===== src/design/fenw_pkg.sv =====
package fenw_pkg;

	// Tree geometry
	localparam int TREE_SIZE = 1024;
	localparam int IDX_W     = $clog2(TREE_SIZE);
	localparam int POS_W     = 10;
	localparam int SUM_W     = 32;
	localparam int CMP_W     = ((POS_W > IDX_W) ? POS_W : IDX_W) + 1;

	typedef logic [IDX_W-1:0] idx_t;
	typedef logic [SUM_W-1:0] sum_t;

	localparam idx_t             IDX_LAST = idx_t'(TREE_SIZE - 1);
	localparam logic [IDX_W:0]   SIZE_EXT = (IDX_W + 1)'(TREE_SIZE);
	localparam logic [CMP_W-1:0] SIZE_CMP = CMP_W'(TREE_SIZE);
	localparam sum_t             SUM_ONE  = sum_t'(1);

	// Item modes
	localparam logic MODE_INC = 1'b0;
	localparam logic MODE_QRY = 1'b1;

	typedef enum logic [2:0] {
		ST_CLEAR,
		ST_IDLE,
		ST_INC,
		ST_QRY,
		ST_DONE
	} state_t;

	// Memory access issued by the controller
	typedef struct packed {
		logic wr_en;
		idx_t wr_addr;
		sum_t wr_data;
		idx_t rd_addr;
	} mem_cmd_t;

endpackage


===== src/design/fenw_ctrl.sv =====
module fenw_ctrl (
	input  logic                       clk,
	input  logic                       arst_n,
	input  logic                       in_valid,
	output logic                       in_ready,
	input  logic                       mode,
	input  logic [fenw_pkg::POS_W-1:0] position,
	output logic                       out_valid,
	input  logic                       out_ready,
	output fenw_pkg::sum_t             prefix_sum,
	output fenw_pkg::mem_cmd_t         mem_cmd,
	input  fenw_pkg::sum_t             rd_data
);

	import fenw_pkg::*;

	state_t           state_q, state_nxt;
	idx_t             node_q;
	idx_t             clr_q;
	sum_t             acc_q;
	sum_t             prefix_sum_q;
	logic             out_valid_q;
	logic             accept;
	logic             out_free;
	logic [CMP_W-1:0] pos_ext;
	logic             pos_in_range;
	idx_t             pos_sat;
	logic [IDX_W:0]   node_ext;
	logic [IDX_W:0]   inc_nxt;
	logic             inc_more;
	idx_t             qry_base;
	idx_t             qry_prev;
	logic             qry_more;
	sum_t             sum_now;

	assign accept   = in_valid && in_ready;
	assign out_free = !out_valid_q || out_ready;

	// Position clamp: a query past the end reads the whole tree
	assign pos_ext      = CMP_W'(position);
	assign pos_in_range = pos_ext < SIZE_CMP;
	assign pos_sat      = pos_in_range ? pos_ext[IDX_W-1:0] : IDX_LAST;

	// Upward step for increments: p | (p + 1)
	assign node_ext = {1'b0, node_q};
	assign inc_nxt  = node_ext | (node_ext + 1'b1);
	assign inc_more = inc_nxt < SIZE_EXT;

	// Downward step for queries: (p & (p + 1)) - 1
	assign qry_base = node_q & (node_q + 1'b1);
	assign qry_more = qry_base != '0;
	assign qry_prev = qry_base - 1'b1;

	assign sum_now = acc_q + rd_data;

	// Next state
	always_comb begin
		state_nxt = state_q;
		case (state_q)
			ST_CLEAR: begin
				if (clr_q == IDX_LAST) state_nxt = ST_IDLE;
			end
			ST_IDLE: begin
				if (accept) begin
					if (mode == MODE_QRY) begin
						state_nxt = ST_QRY;
					end else if (pos_in_range) begin
						state_nxt = ST_INC;
					end
				end
			end
			ST_INC: begin
				if (!inc_more) state_nxt = ST_IDLE;
			end
			ST_QRY: begin
				if (!qry_more) state_nxt = ST_DONE;
			end
			ST_DONE: begin
				if (out_free) state_nxt = ST_IDLE;
			end
			default: state_nxt = ST_CLEAR;
		endcase
	end

	// Memory commands and handshake
	always_comb begin
		in_ready        = 1'b0;
		mem_cmd.wr_en   = 1'b0;
		mem_cmd.wr_addr = node_q;
		mem_cmd.wr_data = '0;
		mem_cmd.rd_addr = node_q;
		case (state_q)
			ST_CLEAR: begin
				mem_cmd.wr_en   = 1'b1;
				mem_cmd.wr_addr = clr_q;
			end
			ST_IDLE: begin
				in_ready        = 1'b1;
				mem_cmd.rd_addr = pos_sat;
			end
			ST_INC: begin
				// write back this node while reading the next one up
				mem_cmd.wr_en   = 1'b1;
				mem_cmd.wr_data = rd_data + SUM_ONE;
				mem_cmd.rd_addr = inc_nxt[IDX_W-1:0];
			end
			ST_QRY: begin
				mem_cmd.rd_addr = qry_prev;
			end
			ST_DONE: begin
			end
			default: begin
			end
		endcase
	end

	// Control registers
	always_ff @(posedge clk or negedge arst_n) begin
		if (!arst_n) begin
			state_q     <= ST_CLEAR;
			clr_q       <= '0;
			out_valid_q <= 1'b0;
		end else begin
			state_q <= state_nxt;
			if (state_q == ST_CLEAR) begin
				clr_q <= clr_q + 1'b1;
			end
			if (state_q == ST_DONE && out_free) begin
				out_valid_q <= 1'b1;
			end else if (out_ready) begin
				out_valid_q <= 1'b0;
			end
		end
	end

	// Walk address, accumulator and result register
	always_ff @(posedge clk) begin
		case (state_q)
			ST_IDLE: begin
				node_q <= pos_sat;
				acc_q  <= '0;
			end
			ST_INC: begin
				node_q <= inc_nxt[IDX_W-1:0];
			end
			ST_QRY: begin
				node_q <= qry_prev;
				acc_q  <= sum_now;
			end
			ST_DONE: begin
				if (out_free) prefix_sum_q <= acc_q;
			end
			default: begin
			end
		endcase
	end

	assign out_valid  = out_valid_q;
	assign prefix_sum = prefix_sum_q;

endmodule


===== config.mk =====
export PLATFORM = sky130hd
export DESIGN_NAME = fenw_ctrl
export DESIGN_NICKNAME = d
export VERILOG_FILES = /design/src/design/fenw_pkg.sv /design/src/design/fenw_ctrl.sv
export SDC_FILE = /design/constraint.sdc
export NUM_CORES = 1
export LEC_CHECK = 0
export ABC_AREA = 1
export BUFFER_PORTS_ARGS = -buffer_cell sky130_fd_sc_hd__buf_2
export CAP_MARGIN = 40
export CELL_PAD_IN_SITES_DETAIL_PLACEMENT = 0
export CELL_PAD_IN_SITES_GLOBAL_PLACEMENT = 1
export CORE_ASPECT_RATIO = 1.4
export CORE_MARGIN = 2
export CORE_UTILIZATION = 43
export CTS_CLUSTER_DIAMETER = 40
export DETAILED_ROUTE_END_ITERATION = 12
export HOLD_SLACK_MARGIN = 0.05
export PLACE_DENSITY = 0.86
export SLEW_MARGIN = 30
export SYNTH_ARGS = -nofsm -noshare
export SYNTH_HDL_FRONTEND = slang
export SYNTH_SLANG_ARGS = --single-unit
export TNS_END_PERCENT = 10

===== constraint.sdc =====
create_clock -name clk -period 6.6 [get_ports clk]
set_clock_uncertainty 0.1 [all_clocks]
set_input_delay 0.99 -clock clk [delete_from_list [all_inputs] [get_ports clk]]
set_output_delay 0.99 -clock clk [all_outputs]
set_load 0.1 [all_outputs]

==> metrics.txt, run 1 <==
# TYPE chip_impl_metric gauge
chip_impl_metric{name="numCtsBuffers",unit=""} 9
chip_impl_metric{name="multi_input_comb_area",unit="sq um"} 3700
chip_impl_metric{name="antenna_violations_before_repair",unit=""} 0
chip_impl_metric{name="hpwl_dp",unit="um"} 16900
chip_impl_info{name="critPathSlowestCell",value="nor3_1"} 1
chip_impl_metric{name="synthesis.instances",unit=""} 1005
chip_impl_metric{name="relSlewSlack",unit=""} 0.583
chip_impl_metric{name="cts.path.max_buffers",unit=""} 2
chip_impl_info{name="rsz_0062_raised_after_global_routing",value="false"} 1
chip_impl_metric{name="vias",unit=""} 6784
chip_impl_metric{name="globalplace.congestion",unit=""} 0.945
chip_impl_metric{name="crit_buf_inv",unit=""} 2
chip_impl_metric{name="die_w",unit="um"} 110
chip_impl_metric{name="synth.avg_cell_area",unit="sq um"} 6.74
chip_impl_metric{name="max_clock_freq",unit="MHz"} 242
chip_impl_metric{name="boundaryPins",unit=""} 134
chip_impl_metric{name="drt_first_iter_violations",unit=""} 419
chip_impl_metric{name="timing_worst_slew_pin_value",unit="ps"} 624
chip_impl_metric{name="postCtsResizedCells",unit=""} 0
chip_impl_metric{name="ant_nets",unit=""} 0
chip_impl_info{name="setup.worst_path.start_class",value="input port"} 1
chip_impl_info{name="hold_path.class",value="reg -> reg"} 1
chip_impl_info{name="nature_of_the_critical_path_endpoint",value="output pin"} 1
chip_impl_info{name="synth-main-ff-cell",value="edfxtp_1"} 1
chip_impl_metric{name="timing.max_cap.violations",unit=""} 0
chip_impl_info{name="timing_worst_setup_path_type",value="in -> out"} 1
chip_impl_metric{name="remaining_drc_errors",unit=""} 0
chip_impl_metric{name="synth.yosys.warnings",unit=""} 0
chip_impl_metric{name="number_of_hold_buffers_added_after_cts",unit=""} 0
chip_impl_info{name="tritoncts",value="done"} 1
chip_impl_metric{name="finalSetupTns",unit="ps"} 0
chip_impl_metric{name="path_max_fanout",unit=""} 6
chip_impl_metric{name="preCtsSetupSlack",unit="ps"} 2580
chip_impl_metric{name="grt_usage",unit=""} 0.260
chip_impl_info{name="clock_tree.root_cell",value="clkbuf_16"} 1
chip_impl_metric{name="placement_rows",unit=""} 54
chip_impl_metric{name="dieArea",unit="sq um"} 16800
chip_impl_metric{name="layout_worst_path_cycle_share",unit=""} 0.626
chip_impl_metric{name="synthToLayoutAreaGrowth",unit="%"} 18.1
chip_impl_metric{name="portBuffers",unit=""} 133
chip_impl_metric{name="syn-num-nets",unit=""} 1087
chip_impl_metric{name="clock_latency",unit="ps"} 350
chip_impl_metric{name="synth.yosys.seq_area_share",unit=""} 0.365
chip_impl_metric{name="via_count_of_the_first_global_routing_pass",unit=""} 6653
chip_impl_metric{name="postRouteWirelength",unit="um"} 20900
chip_impl_metric{name="layout_setup_ws",unit="ps"} 2470
chip_impl_metric{name="fp.coreArea",unit="sq um"} 15500
chip_impl_metric{name="tritoncts_num_sinks",unit=""} 88
chip_impl_metric{name="clk_transition_reported_paths",unit="ps"} 60
chip_impl_metric{name="finalHoldViolCount",unit=""} 0
chip_impl_info{name="run_status",value="complete, no violations"} 1
chip_impl_metric{name="grt_overflow_total",unit=""} 0
chip_impl_metric{name="min_period",unit="ps"} 4130
chip_impl_metric{name="final-seq-area",unit="sq um"} 2470
chip_impl_metric{name="layout.nets",unit=""} 1226
chip_impl_metric{name="number_of_flops_mapped_to_enable_cells_by_yosys",unit=""} 64
chip_impl_metric{name="ctsHtreeMaxLevel",unit=""} 3
chip_impl_metric{name="worst-endpoint-arrival",unit="ps"} 3040
chip_impl_metric{name="fp.dieH",unit="um"} 152
chip_impl_metric{name="global_route_wire_length_before_repair",unit="um"} 33500
chip_impl_metric{name="critPathRequiredTime",unit="ps"} 5510
chip_impl_metric{name="initial_core_utilization",unit=""} 0.438
chip_impl_metric{name="drt_pre_antenna_iters",unit=""} 5
chip_impl_info{name="path_cells",value="buf_2 > ha_1 > nand2_1 > nor2_1 > nand2_1 > nor3_1 > nand4_1 > xor2_1 > nor2_1 > buf_2"} 1
chip_impl_metric{name="wl_per_cell",unit="um"} 15.5
chip_impl_metric{name="synthArstFlopShare",unit=""} 0.159
chip_impl_metric{name="number_of_max_slew_violations_in_the_final_report",unit=""} 0
chip_impl_metric{name="fillerInstances",unit=""} 1641
chip_impl_metric{name="number_of_diodes_added_for_antenna_fixing",unit=""} 0
chip_impl_metric{name="grt_start_max_net_pins",unit=""} 37
chip_impl_metric{name="syn-cell-area",unit="sq um"} 6770
chip_impl_metric{name="setup_violations_final",unit=""} 0
chip_impl_metric{name="max_stage_delay",unit="ps"} 430
chip_impl_metric{name="synth.ff_latch_count",unit=""} 88
chip_impl_info{name="critical-path-top-delay-family",value="simple AND/OR/NAND/NOR gates"} 1
chip_impl_metric{name="drive_gt1_frac",unit=""} 0.148
chip_impl_metric{name="postCtsSetupRepairBufs",unit=""} 0
chip_impl_metric{name="synth_cell_type_count",unit=""} 39
chip_impl_metric{name="route.detailed.vias_per_inst",unit=""} 5.04
cell usage in the layout, fill, tap and decap left out, types with 2 or more instances in the layout:
master,n
a21boi_1,2
o2111ai_1,3
clkbuf_16,9
nor2_4,5
buf_2,133
inv_2,2
o21ai_0,39
buf_4,3
xnor2_1,9
dfxtp_1,10
a22oi_1,2
nor2_1,154
dfrtp_1,14
edfxtp_1,64
nand4_1,12
inv_1,148
o21bai_1,4
o21a_1,3
nor3_2,3
nand2_1,318
nor3_1,23
xor2_1,18
nand2_2,3
clkbuf_8,2
ha_1,34
nor2_2,2
a21oi_1,55
inv_4,2
a21o_1,3
nand3_1,54
cell usage after synthesis (2+ instances only):
master	n	area [sq um]
buf_2	6	30.0
inv_1	148	556
dfrtp_1	14	350
nor3_2	3	30.0
xor2_1	18	158
nor2_1	155	582
xnor2_1	9	78.8
nor2_4	3	33.8
nand2_2	3	18.8
ha_1	34	425
nand2_1	318	1190
o21ai_0	39	195
dfxtp_1	10	200
nand4_1	12	75.1
nor3_1	23	115
o21bai_1	4	30.0
edfxtp_1	64	1920
clkbuf_1	3	11.3
nor2_2	3	18.8
o21a_1	3	22.5
inv_2	2	7.51
a21boi_1	2	15.0
a21oi_1	55	275
a22oi_1	2	15.0
nand3_1	54	270
o2111ai_1	3	26.3
a21o_1	3	22.5
final cells by class:
| type | instances | area share |
|---|---|---|
| clock buffer | 11 | 0.0316 |
| sequential | 88 | 0.309 |
| multi-input combinational | 757 | 0.463 |
| inverter | 151 | 0.0709 |
| timing repair buffer | 137 | 0.0895 |
| clock inverter | 5 | 0.00470 |
| tap | 196 | 0.0307 |
worst reg2reg max path, cell delays in order (launching register included):
cell,delay (ps)
edfxtp_1,390
ha_1,250
fa_1,480
nand3_1,100
nand3_1,160
nand2_1,110
nand2_1,130
nand2_1,90
nand2_1,180
nand2_1,140
nand3_1,80
nand2_1,60
nor2_1,40
sequential cells by signal, summed over array words and instances, names as in the netlist:
name / flops
acc_q: 32
clr_q: 10
node_q: 10
out_valid: 1
prefix_sum: 32
state_q: 3
metrics by stage:
stage,utilization,std cells,area (sq um),hold WS (ps)
final,0.517,1345,7990,355
after global placement,0.496,1328,7670,335
after global routing,0.517,1345,7990,358
after detailed placement,0.498,1329,7700,341
after CTS,0.517,1345,7990,356
after floorplan,-,1005,6770,331
metal layers:
layer / GRT usage / vias to the layer above / share of wire / wire length, um
met5: 0 / - / 0 / 0
met4: 0.107 / 0 / 0.037 / 780
met3: 0.0411 / 48 / 0.055 / 1140
met2: 0.458 / 221 / 0.51 / 10600
met1: 0.306 / 3002 / 0.40 / 8410
li1: - / 3513 / - / -
path summary, 6_finish.rpt:
kind	from	end	slack, ps	cells past startpoint
max reg2reg	acc_q[0]	acc_q[30]	4040	12
min	acc_q[15]	prefix_sum[15]	350	0
min in group asynchronous	arst_n	clr_q[1]	430	1
min reg2reg	acc_q[15]	prefix_sum[15]	350	0
max	rd_data[0]	mem_cmd[34]	2470	10
max in group asynchronous	arst_n	state_q[0]	5710	1
cells by family (layout without fill, tap and decap cells):
group           after synthesis  after routing  share of synthesized area
simple gates                579            579                      0.350
buf+inv                     160            304                     0.0898
compound gates              116            116                     0.0943
flops                        88             88                      0.365
fa+ha+maj                    35             35                     0.0658
xor+xnor                     27             27                     0.0349
Power of run 1 is not shown: default switching activity piles up to over one toggle a cycle in this logic, so the estimate is an artifact.
==> run 2: changes to the inputs <==
Settings changed: ABC_AREA 1 to 0, CORE_UTILIZATION 43 to 42, PLACE_DENSITY 0.86 to 0.81.
Clock period 6.6 ns to 4.34 ns, I/O delays scaled along.
==> metrics.txt, run 2 <==
# TYPE chip_impl_metric gauge
chip_impl_info{name="run_status",value="complete, no violations"} 1
chip_impl_metric{name="number_of_diodes_added_for_antenna_fixing",unit=""} 0
chip_impl_metric{name="number_of_flops_mapped_to_enable_cells_by_yosys",unit=""} 64
chip_impl_info{name="synth_top_family_by_area",value="simple AND/OR/NAND/NOR gates"} 1
chip_impl_metric{name="postCtsResizedCells",unit=""} 0
chip_impl_metric{name="remaining_drc_errors",unit=""} 0
chip_impl_metric{name="gr-usage-met3",unit=""} 0.0366
chip_impl_metric{name="synthesis.instances",unit=""} 688
chip_impl_metric{name="grt_usage",unit=""} 0.225
chip_impl_info{name="setup.worst_path.start_class",value="input port"} 1
chip_impl_metric{name="synth_xor_area_frac",unit=""} 0.0752
chip_impl_metric{name="finalHoldViolCount",unit=""} 0
chip_impl_info{name="rr_startpoint",value="acc_q[0]"} 1
chip_impl_metric{name="numCtsBuffers",unit=""} 9
chip_impl_info{name="post_synth_most_frequent_cells",value="nor2_1, edfxtp_1, nand2_1"} 1
chip_impl_info{name="timing_worst_setup_path_type",value="in -> out"} 1
chip_impl_info{name="rsz_0062_raised_after_global_routing",value="false"} 1
chip_impl_metric{name="relSlewSlack",unit=""} 0.566
chip_impl_metric{name="irDropWorstVdd",unit="uV"} 182
chip_impl_metric{name="global_route_wire_length_before_repair",unit="um"} 27800
chip_impl_info{name="synth-main-ff-cell",value="edfxtp_1"} 1
chip_impl_info{name="netlist_top_cells_area",value="edfxtp_1, ha_1, dfrtp_1"} 1
chip_impl_metric{name="portBuffers",unit=""} 133
chip_impl_metric{name="placedCellCount",unit=""} 988
chip_impl_metric{name="synth.avg_cell_area",unit="sq um"} 8.97
chip_impl_metric{name="cellPowerDensity",unit="nW/um^2"} 252
chip_impl_info{name="layout.cells.most_common_list",value="buf_2, nor2_1, edfxtp_1, nand2_1, a21oi_1"} 1
chip_impl_info{name="clock_tree.root_cell",value="clkbuf_16"} 1
chip_impl_metric{name="worst-endpoint-arrival",unit="ps"} 3020
chip_impl_metric{name="wl_per_cell",unit="um"} 17.3
chip_impl_metric{name="postCtsSetupRepairBufs",unit=""} 0
chip_impl_metric{name="clk_transition_reported_paths",unit="ps"} 60
chip_impl_info{name="post-synth-top-count-cell",value="nor2_1"} 1
chip_impl_metric{name="regToRegSetupSlack",unit="ps"} 1300
chip_impl_metric{name="clock_latency",unit="ps"} 350
chip_impl_metric{name="groute.layer.met1.usage",unit=""} 0.258
chip_impl_info{name="synth_area_leader_cell",value="edfxtp_1"} 1
chip_impl_metric{name="antenna_violations_before_repair",unit=""} 0
chip_impl_metric{name="number_of_max_slew_violations_in_the_final_report",unit=""} 0
chip_impl_metric{name="layout.nets",unit=""} 892
chip_impl_metric{name="postRouteWirelength",unit="um"} 17400
chip_impl_info{name="tritoncts",value="done"} 1
chip_impl_metric{name="grt_overflow_total",unit=""} 0
chip_impl_metric{name="drt_pre_antenna_iters",unit=""} 5
chip_impl_metric{name="cts.path.max_buffers",unit=""} 2
chip_impl_metric{name="syn-num-nets",unit=""} 770
chip_impl_metric{name="grt_met2_usage",unit=""} 0.403
chip_impl_metric{name="stdcell_count",unit=""} 1004
chip_impl_metric{name="final_core_util",unit=""} 0.509
chip_impl_metric{name="initial_core_utilization",unit=""} 0.427
chip_impl_metric{name="fp.coreArea",unit="sq um"} 14400
chip_impl_info{name="top_usage_layer",value="met2"} 1
chip_impl_metric{name="ctsHtreeMaxLevel",unit=""} 3
chip_impl_metric{name="synthToLayoutAreaGrowth",unit="%"} 19.1
chip_impl_metric{name="vias",unit=""} 5661
chip_impl_metric{name="netlist.area_leader.share",unit=""} 0.311
chip_impl_metric{name="synth.area.mux_share",unit=""} 0.0229
chip_impl_metric{name="min_period",unit="ps"} 3770
chip_impl_metric{name="syn-cell-area",unit="sq um"} 6170
chip_impl_metric{name="finalSetupTns",unit="ps"} 0
chip_impl_metric{name="layout_worst_path_cycle_share",unit=""} 0.869
chip_impl_metric{name="synthesized_area_fraction_occupied_by_ao_oa_aoi_and_oai_cells",unit=""} 0.176
chip_impl_metric{name="synth_cell_type_count",unit=""} 64
chip_impl_metric{name="power.static_leakage",unit="nW"} 3.21
chip_impl_metric{name="synth.yosys.seq_area_share",unit=""} 0.401
chip_impl_metric{name="timing.max_cap.violations",unit=""} 0
chip_impl_metric{name="globalplace.congestion",unit=""} 0.915
chip_impl_metric{name="drt_first_iter_violations",unit=""} 293
chip_impl_info{name="reg_to_reg_critical_path_endpoint",value="acc_q[26]"} 1
chip_impl_metric{name="post_synth_simple_gate_area",unit=""} 0.224
chip_impl_metric{name="synth_fa_ha_area_frac",unit=""} 0.0722
chip_impl_info{name="hold_path.class",value="in -> async"} 1
chip_impl_metric{name="route.detailed.vias_per_inst",unit=""} 5.64
chip_impl_metric{name="setup_violations_final",unit=""} 0
chip_impl_metric{name="boundaryPins",unit=""} 134
chip_impl_metric{name="synth.yosys.warnings",unit=""} 0
chip_impl_metric{name="timing.reg2reg.worst_path_depth",unit=""} 9
chip_impl_metric{name="synth.ff_latch_count",unit=""} 88
chip_impl_metric{name="max_clock_freq",unit="MHz"} 265
chip_impl_metric{name="drive_gt1_frac",unit=""} 0.220
chip_impl_metric{name="timing.hold.ws",unit="ps"} 99.0
chip_impl_metric{name="grt_start_max_net_pins",unit=""} 36
chip_impl_metric{name="via_count_of_the_first_global_routing_pass",unit=""} 5460
chip_impl_metric{name="timing_worst_slew_pin_value",unit="ps"} 651
chip_impl_metric{name="synthArstFlopShare",unit=""} 0.159
chip_impl_info{name="nature_of_the_critical_path_endpoint",value="output pin"} 1
chip_impl_metric{name="hpwl_dp",unit="um"} 13400
chip_impl_metric{name="critPathRequiredTime",unit="ps"} 3590
chip_impl_metric{name="tritoncts_num_sinks",unit=""} 88
chip_impl_info{name="most_frequent_standard_cell_in_the_layout_excluding_fill_and_tap_cells",value="buf_2"} 1
chip_impl_metric{name="ant_nets",unit=""} 0
chip_impl_metric{name="dieArea",unit="sq um"} 15700
chip_impl_metric{name="fp.dieH",unit="um"} 147
chip_impl_metric{name="placement_rows",unit=""} 52
chip_impl_metric{name="number_of_hold_buffers_added_after_cts",unit=""} 0
chip_impl_metric{name="path_max_fanout",unit=""} 6
chip_impl_metric{name="die_w",unit="um"} 106
-- run 2: cell types whose count changed after synthesis, sizes merged, moves of 10 or more --
cell | before | now
nand2b | 0 | 11
nand2 | 321 | 61
inv | 150 | 15
nand3 | 54 | 37
and3 | 1 | 18
nor2 | 161 | 84
xnor2 | 9 | 26
or3 | 0 | 12
a21o | 3 | 16
clkbuf | 3 | 22
nor3 | 26 | 16
-- run 2: metrics by stage --
step,total power [mW],area (sq um),setup WS [ps]
3_5_place_dp,1.10,7070,594
3_3_place_gp,1.10,7070,623
4_1_cts,1.87,7350,583
2_1_floorplan,1.03,6180,-464
5_1_grt,1.92,7350,419
6_report,1.85,7350,567
-- run 2: cell type report --
| type | instances | area [sq um] |
|---|---|---|
| fillers | 1394 | 7090 |
| multi-input cells | 555 | 3530 |
| flip-flops and latches | 88 | 2470 |
| repair buffers | 141 | 771 |
| clock buffers | 14 | 275 |
| well taps | 189 | 236 |
| inverters | 15 | 56.3 |
| clock inverters | 2 | 11.3 |
-- run 2: how the worst max path moves through the flow --
| stage | slack, ps | end | from |
|---|---|---|---|
| final | 570 | mem_cmd[38] | rd_data[15] |
| after global routing | 420 | mem_cmd[38] | rd_data[15] |
| after CTS | 580 | mem_cmd[38] | rd_data[15] |
| after detailed placement | 590 | mem_cmd[38] | rd_data[15] |
| after global placement | 620 | mem_cmd[38] | rd_data[15] |
| after floorplan | -460 | mem_cmd[18] | state_q[0] |
-- run 2: report_power, final --
part	internal, mW	switching, mW
registers	0.891	0.0000000000000000187
clock network	0.439	0.323
logic	0.0767	0.120
-- run 2: cells by family (layout without fill, tap and decap cells) --
| family | after synthesis | count (layout) |
|---|---|---|
| AOI/OAI and AO/OA | 173 | 173 |
| muxes | 13 | 13 |
| DFF | 88 | 88 |
| and+or+nand+nor | 281 | 281 |
| adders and majority gates | 35 | 35 |
| buffers and inverters | 45 | 172 |
| xor gates and xnor gates | 53 | 53 |
-- run 2: worst max-delay path, cell delays in order --
cell     delay (ps)
buf_2           130
and3_1          210
nand4_1         240
nor3_2          390
nand4_1         260
or3_1           410
a21oi_1         240
buf_2           480
-- run 2: per-layer routing --
| layer | share of wire | wire, um |
|---|---|---|
| met5 | 0 | 0 |
| met4 | 0.041 | 718 |
| met3 | 0.055 | 952 |
| met2 | 0.52 | 9010 |
| met1 | 0.39 | 6710 |
No activity file was read; power rests on OpenSTA's default activity.
==> run 3: changes to the inputs <==
Settings changed: ABC_AREA 0 to unset, CORE_UTILIZATION 42 to 43, CTS_BUF_LIST set to sky130_fd_sc_hd__clkbuf_4 sky130_fd_sc_hd__clkbuf_8, PLACE_DENSITY 0.81 to 0.82, SLEW_MARGIN 30 to 20.
==> metrics.txt, run 3 (synthesized netlist as in run 2, its figures left out) <==
# TYPE chip_impl_metric gauge
chip_impl_info{name="run_status",value="complete, no violations"} 1
chip_impl_metric{name="dieArea",unit="sq um"} 15300
chip_impl_metric{name="remaining_drc_errors",unit=""} 0
chip_impl_metric{name="max_stage_delay",unit="ps"} 480
chip_impl_metric{name="initial_core_utilization",unit=""} 0.442
chip_impl_metric{name="die_w",unit="um"} 105
chip_impl_metric{name="clock_latency",unit="ps"} 360
chip_impl_metric{name="clk_transition_reported_paths",unit="ps"} 90
chip_impl_metric{name="preCtsSetupSlack",unit="ps"} 641
chip_impl_metric{name="timing.reg2reg.worst_path_depth",unit=""} 9
chip_impl_info{name="most_frequent_standard_cell_in_the_layout_excluding_fill_and_tap_cells",value="buf_2"} 1
chip_impl_metric{name="via_count_of_the_first_global_routing_pass",unit=""} 5495
chip_impl_metric{name="number_of_max_slew_violations_in_the_final_report",unit=""} 0
chip_impl_metric{name="relSlewSlack",unit=""} 0.620
chip_impl_metric{name="grt_start_max_net_pins",unit=""} 35
chip_impl_metric{name="worst-endpoint-arrival",unit="ps"} 2980
chip_impl_metric{name="layout_worst_path_cycle_share",unit=""} 0.859
chip_impl_info{name="nature_of_the_critical_path_endpoint",value="output pin"} 1
chip_impl_info{name="setup.worst_path.start_class",value="input port"} 1
chip_impl_metric{name="grt_overflow_total",unit=""} 0
chip_impl_metric{name="max_clock_freq",unit="MHz"} 268
chip_impl_info{name="critical-path-top-delay-family",value="simple AND/OR/NAND/NOR gates"} 1
chip_impl_metric{name="postRouteWirelength",unit="um"} 17700
chip_impl_info{name="path_cells",value="buf_2 > and3_1 > nand4_1 > nor3_2 > nand4_1 > or3_1 > a21oi_1 > buf_2"} 1
chip_impl_metric{name="ctsHtreeMaxLevel",unit=""} 3
chip_impl_metric{name="fp.coreArea",unit="sq um"} 14000
chip_impl_info{name="timing_worst_setup_path_type",value="in -> out"} 1
chip_impl_metric{name="fp.dieH",unit="um"} 146
chip_impl_metric{name="number_of_hold_buffers_added_after_cts",unit=""} 0
chip_impl_info{name="hold_path.class",value="in -> async"} 1
chip_impl_metric{name="placedCellCount",unit=""} 986
chip_impl_metric{name="drt_pre_antenna_iters",unit=""} 5
chip_impl_metric{name="regToRegSetupSlack",unit="ps"} 1270
chip_impl_metric{name="setup_violations_final",unit=""} 0
chip_impl_metric{name="power.static_leakage",unit="nW"} 3.19
chip_impl_metric{name="number_of_diodes_added_for_antenna_fixing",unit=""} 0
chip_impl_metric{name="tritoncts_num_sinks",unit=""} 88
chip_impl_metric{name="crit_buf_inv",unit=""} 2
chip_impl_metric{name="layout_setup_ws",unit="ps"} 610
chip_impl_metric{name="synthToLayoutAreaGrowth",unit="%"} 18.3
chip_impl_metric{name="path_max_fanout",unit=""} 6
chip_impl_info{name="critPathSlowestCell",value="buf_2"} 1
chip_impl_metric{name="placement_rows",unit=""} 51
chip_impl_metric{name="vias",unit=""} 5629
chip_impl_metric{name="drive_gt1_frac",unit=""} 0.226
chip_impl_metric{name="finalHoldViolCount",unit=""} 0
chip_impl_metric{name="place_area",unit="sq um"} 7080
chip_impl_info{name="rr_startpoint",value="acc_q[0]"} 1
chip_impl_metric{name="timing.max_cap.violations",unit=""} 0
chip_impl_metric{name="min_period",unit="ps"} 3730
chip_impl_metric{name="route.detailed.vias_per_inst",unit=""} 5.61
chip_impl_metric{name="postLayoutCellArea",unit="sq um"} 7300
chip_impl_metric{name="finalSetupTns",unit="ps"} 0
chip_impl_metric{name="boundaryPins",unit=""} 134
chip_impl_metric{name="numCtsBuffers",unit=""} 9
chip_impl_metric{name="timing.hold.ws",unit="ps"} 64.2
chip_impl_info{name="clock_tree.root_cell",value="clkbuf_8"} 1
chip_impl_metric{name="hpwl_dp",unit="um"} 13700
chip_impl_info{name="rsz_0062_raised_after_global_routing",value="false"} 1
chip_impl_metric{name="final_core_util",unit=""} 0.523
chip_impl_metric{name="drt_first_iter_violations",unit=""} 275
chip_impl_metric{name="ant_nets",unit=""} 0
chip_impl_metric{name="grt_usage",unit=""} 0.227
chip_impl_metric{name="timing_worst_slew_pin_value",unit="ps"} 565
chip_impl_info{name="tritoncts",value="done"} 1
chip_impl_metric{name="portBuffers",unit=""} 133
chip_impl_metric{name="layout.nets",unit=""} 895
chip_impl_metric{name="stdcell_count",unit=""} 1003
chip_impl_metric{name="global_route_wire_length_before_repair",unit="um"} 27600
chip_impl_metric{name="antenna_violations_before_repair",unit=""} 1
chip_impl_metric{name="wl_per_cell",unit="um"} 17.6
chip_impl_info{name="layout.cells.most_common_list",value="buf_2, nor2_1, edfxtp_1, nand2_1, a21oi_1"} 1
chip_impl_metric{name="critPathRequiredTime",unit="ps"} 3590
chip_impl_metric{name="cts.path.max_buffers",unit=""} 2
chip_impl_metric{name="globalplace.congestion",unit=""} 0.986
chip_impl_metric{name="irDropWorstVdd",unit="uV"} 159
chip_impl_metric{name="postCtsResizedCells",unit=""} 0
chip_impl_metric{name="postCtsSetupRepairBufs",unit=""} 0
chip_impl_metric{name="cellPowerDensity",unit="nW/um^2"} 233
chip_impl_info{name="reg_to_reg_critical_path_endpoint",value="acc_q[26]"} 1
chip_impl_metric{name="design_power_total",unit="mW"} 1.70
run 3: cell types whose count changed in the layout (fill, tap and decap cells not counted), sizes merged:
cell	change
buf	+3
clkbuf	-3
bufinv	+1
clkinv	+1
inv	+1
run 3: worst max-delay path by stage:
stage           startpoint          end  cells past startpoint
3_5_place_dp   rd_data[15]  mem_cmd[38]                      8
6_report       rd_data[15]  mem_cmd[38]                      8
4_1_cts        rd_data[15]  mem_cmd[38]                      8
5_1_grt        rd_data[15]  mem_cmd[38]                      8
2_1_floorplan   state_q[0]  mem_cmd[18]                      5
3_3_place_gp   rd_data[15]  mem_cmd[38]                      8
run 3: power breakdown:
part | leakage [nW] | switching, mW | internal, mW
clock | 0.110 | 0.310 | 0.302
combinational | 2.20 | 0.119 | 0.0767
sequential | 0.881 | 0.0000000000000000311 | 0.890
run 3: layer usage:
| metal | vias up | share of wire | track usage |
|---|---|---|---|
| li1 | 2767 | - | - |
| met1 | 2637 | 0.39 | 0.250 |
| met2 | 189 | 0.53 | 0.425 |
| met3 | 34 | 0.049 | 0.0434 |
| met4 | 2 | 0.033 | 0.0880 |
| met5 | - | 0.00096 | 0 |
run 3: worst reg2reg max path: stages, from the launching register on:
cell      delay, ps
edfxtp_1        400
ha_1            230
fa_1            420
a21o_1          200
a311o_1         410
a31oi_2         350
a21oi_1         190
o211ai_1        290
a21o_1          150
a21oi_1          50
run 3: layout make-up:
class                      instances  area [sq um]
clock inverter                     5          62.6
inverter                          15          56.3
tap                              185           231
clock buffer                      11           151
fill                            1303          6670
timing repair buffer             144           801
sequential                        88          2470
multi-input combinational        555          3530
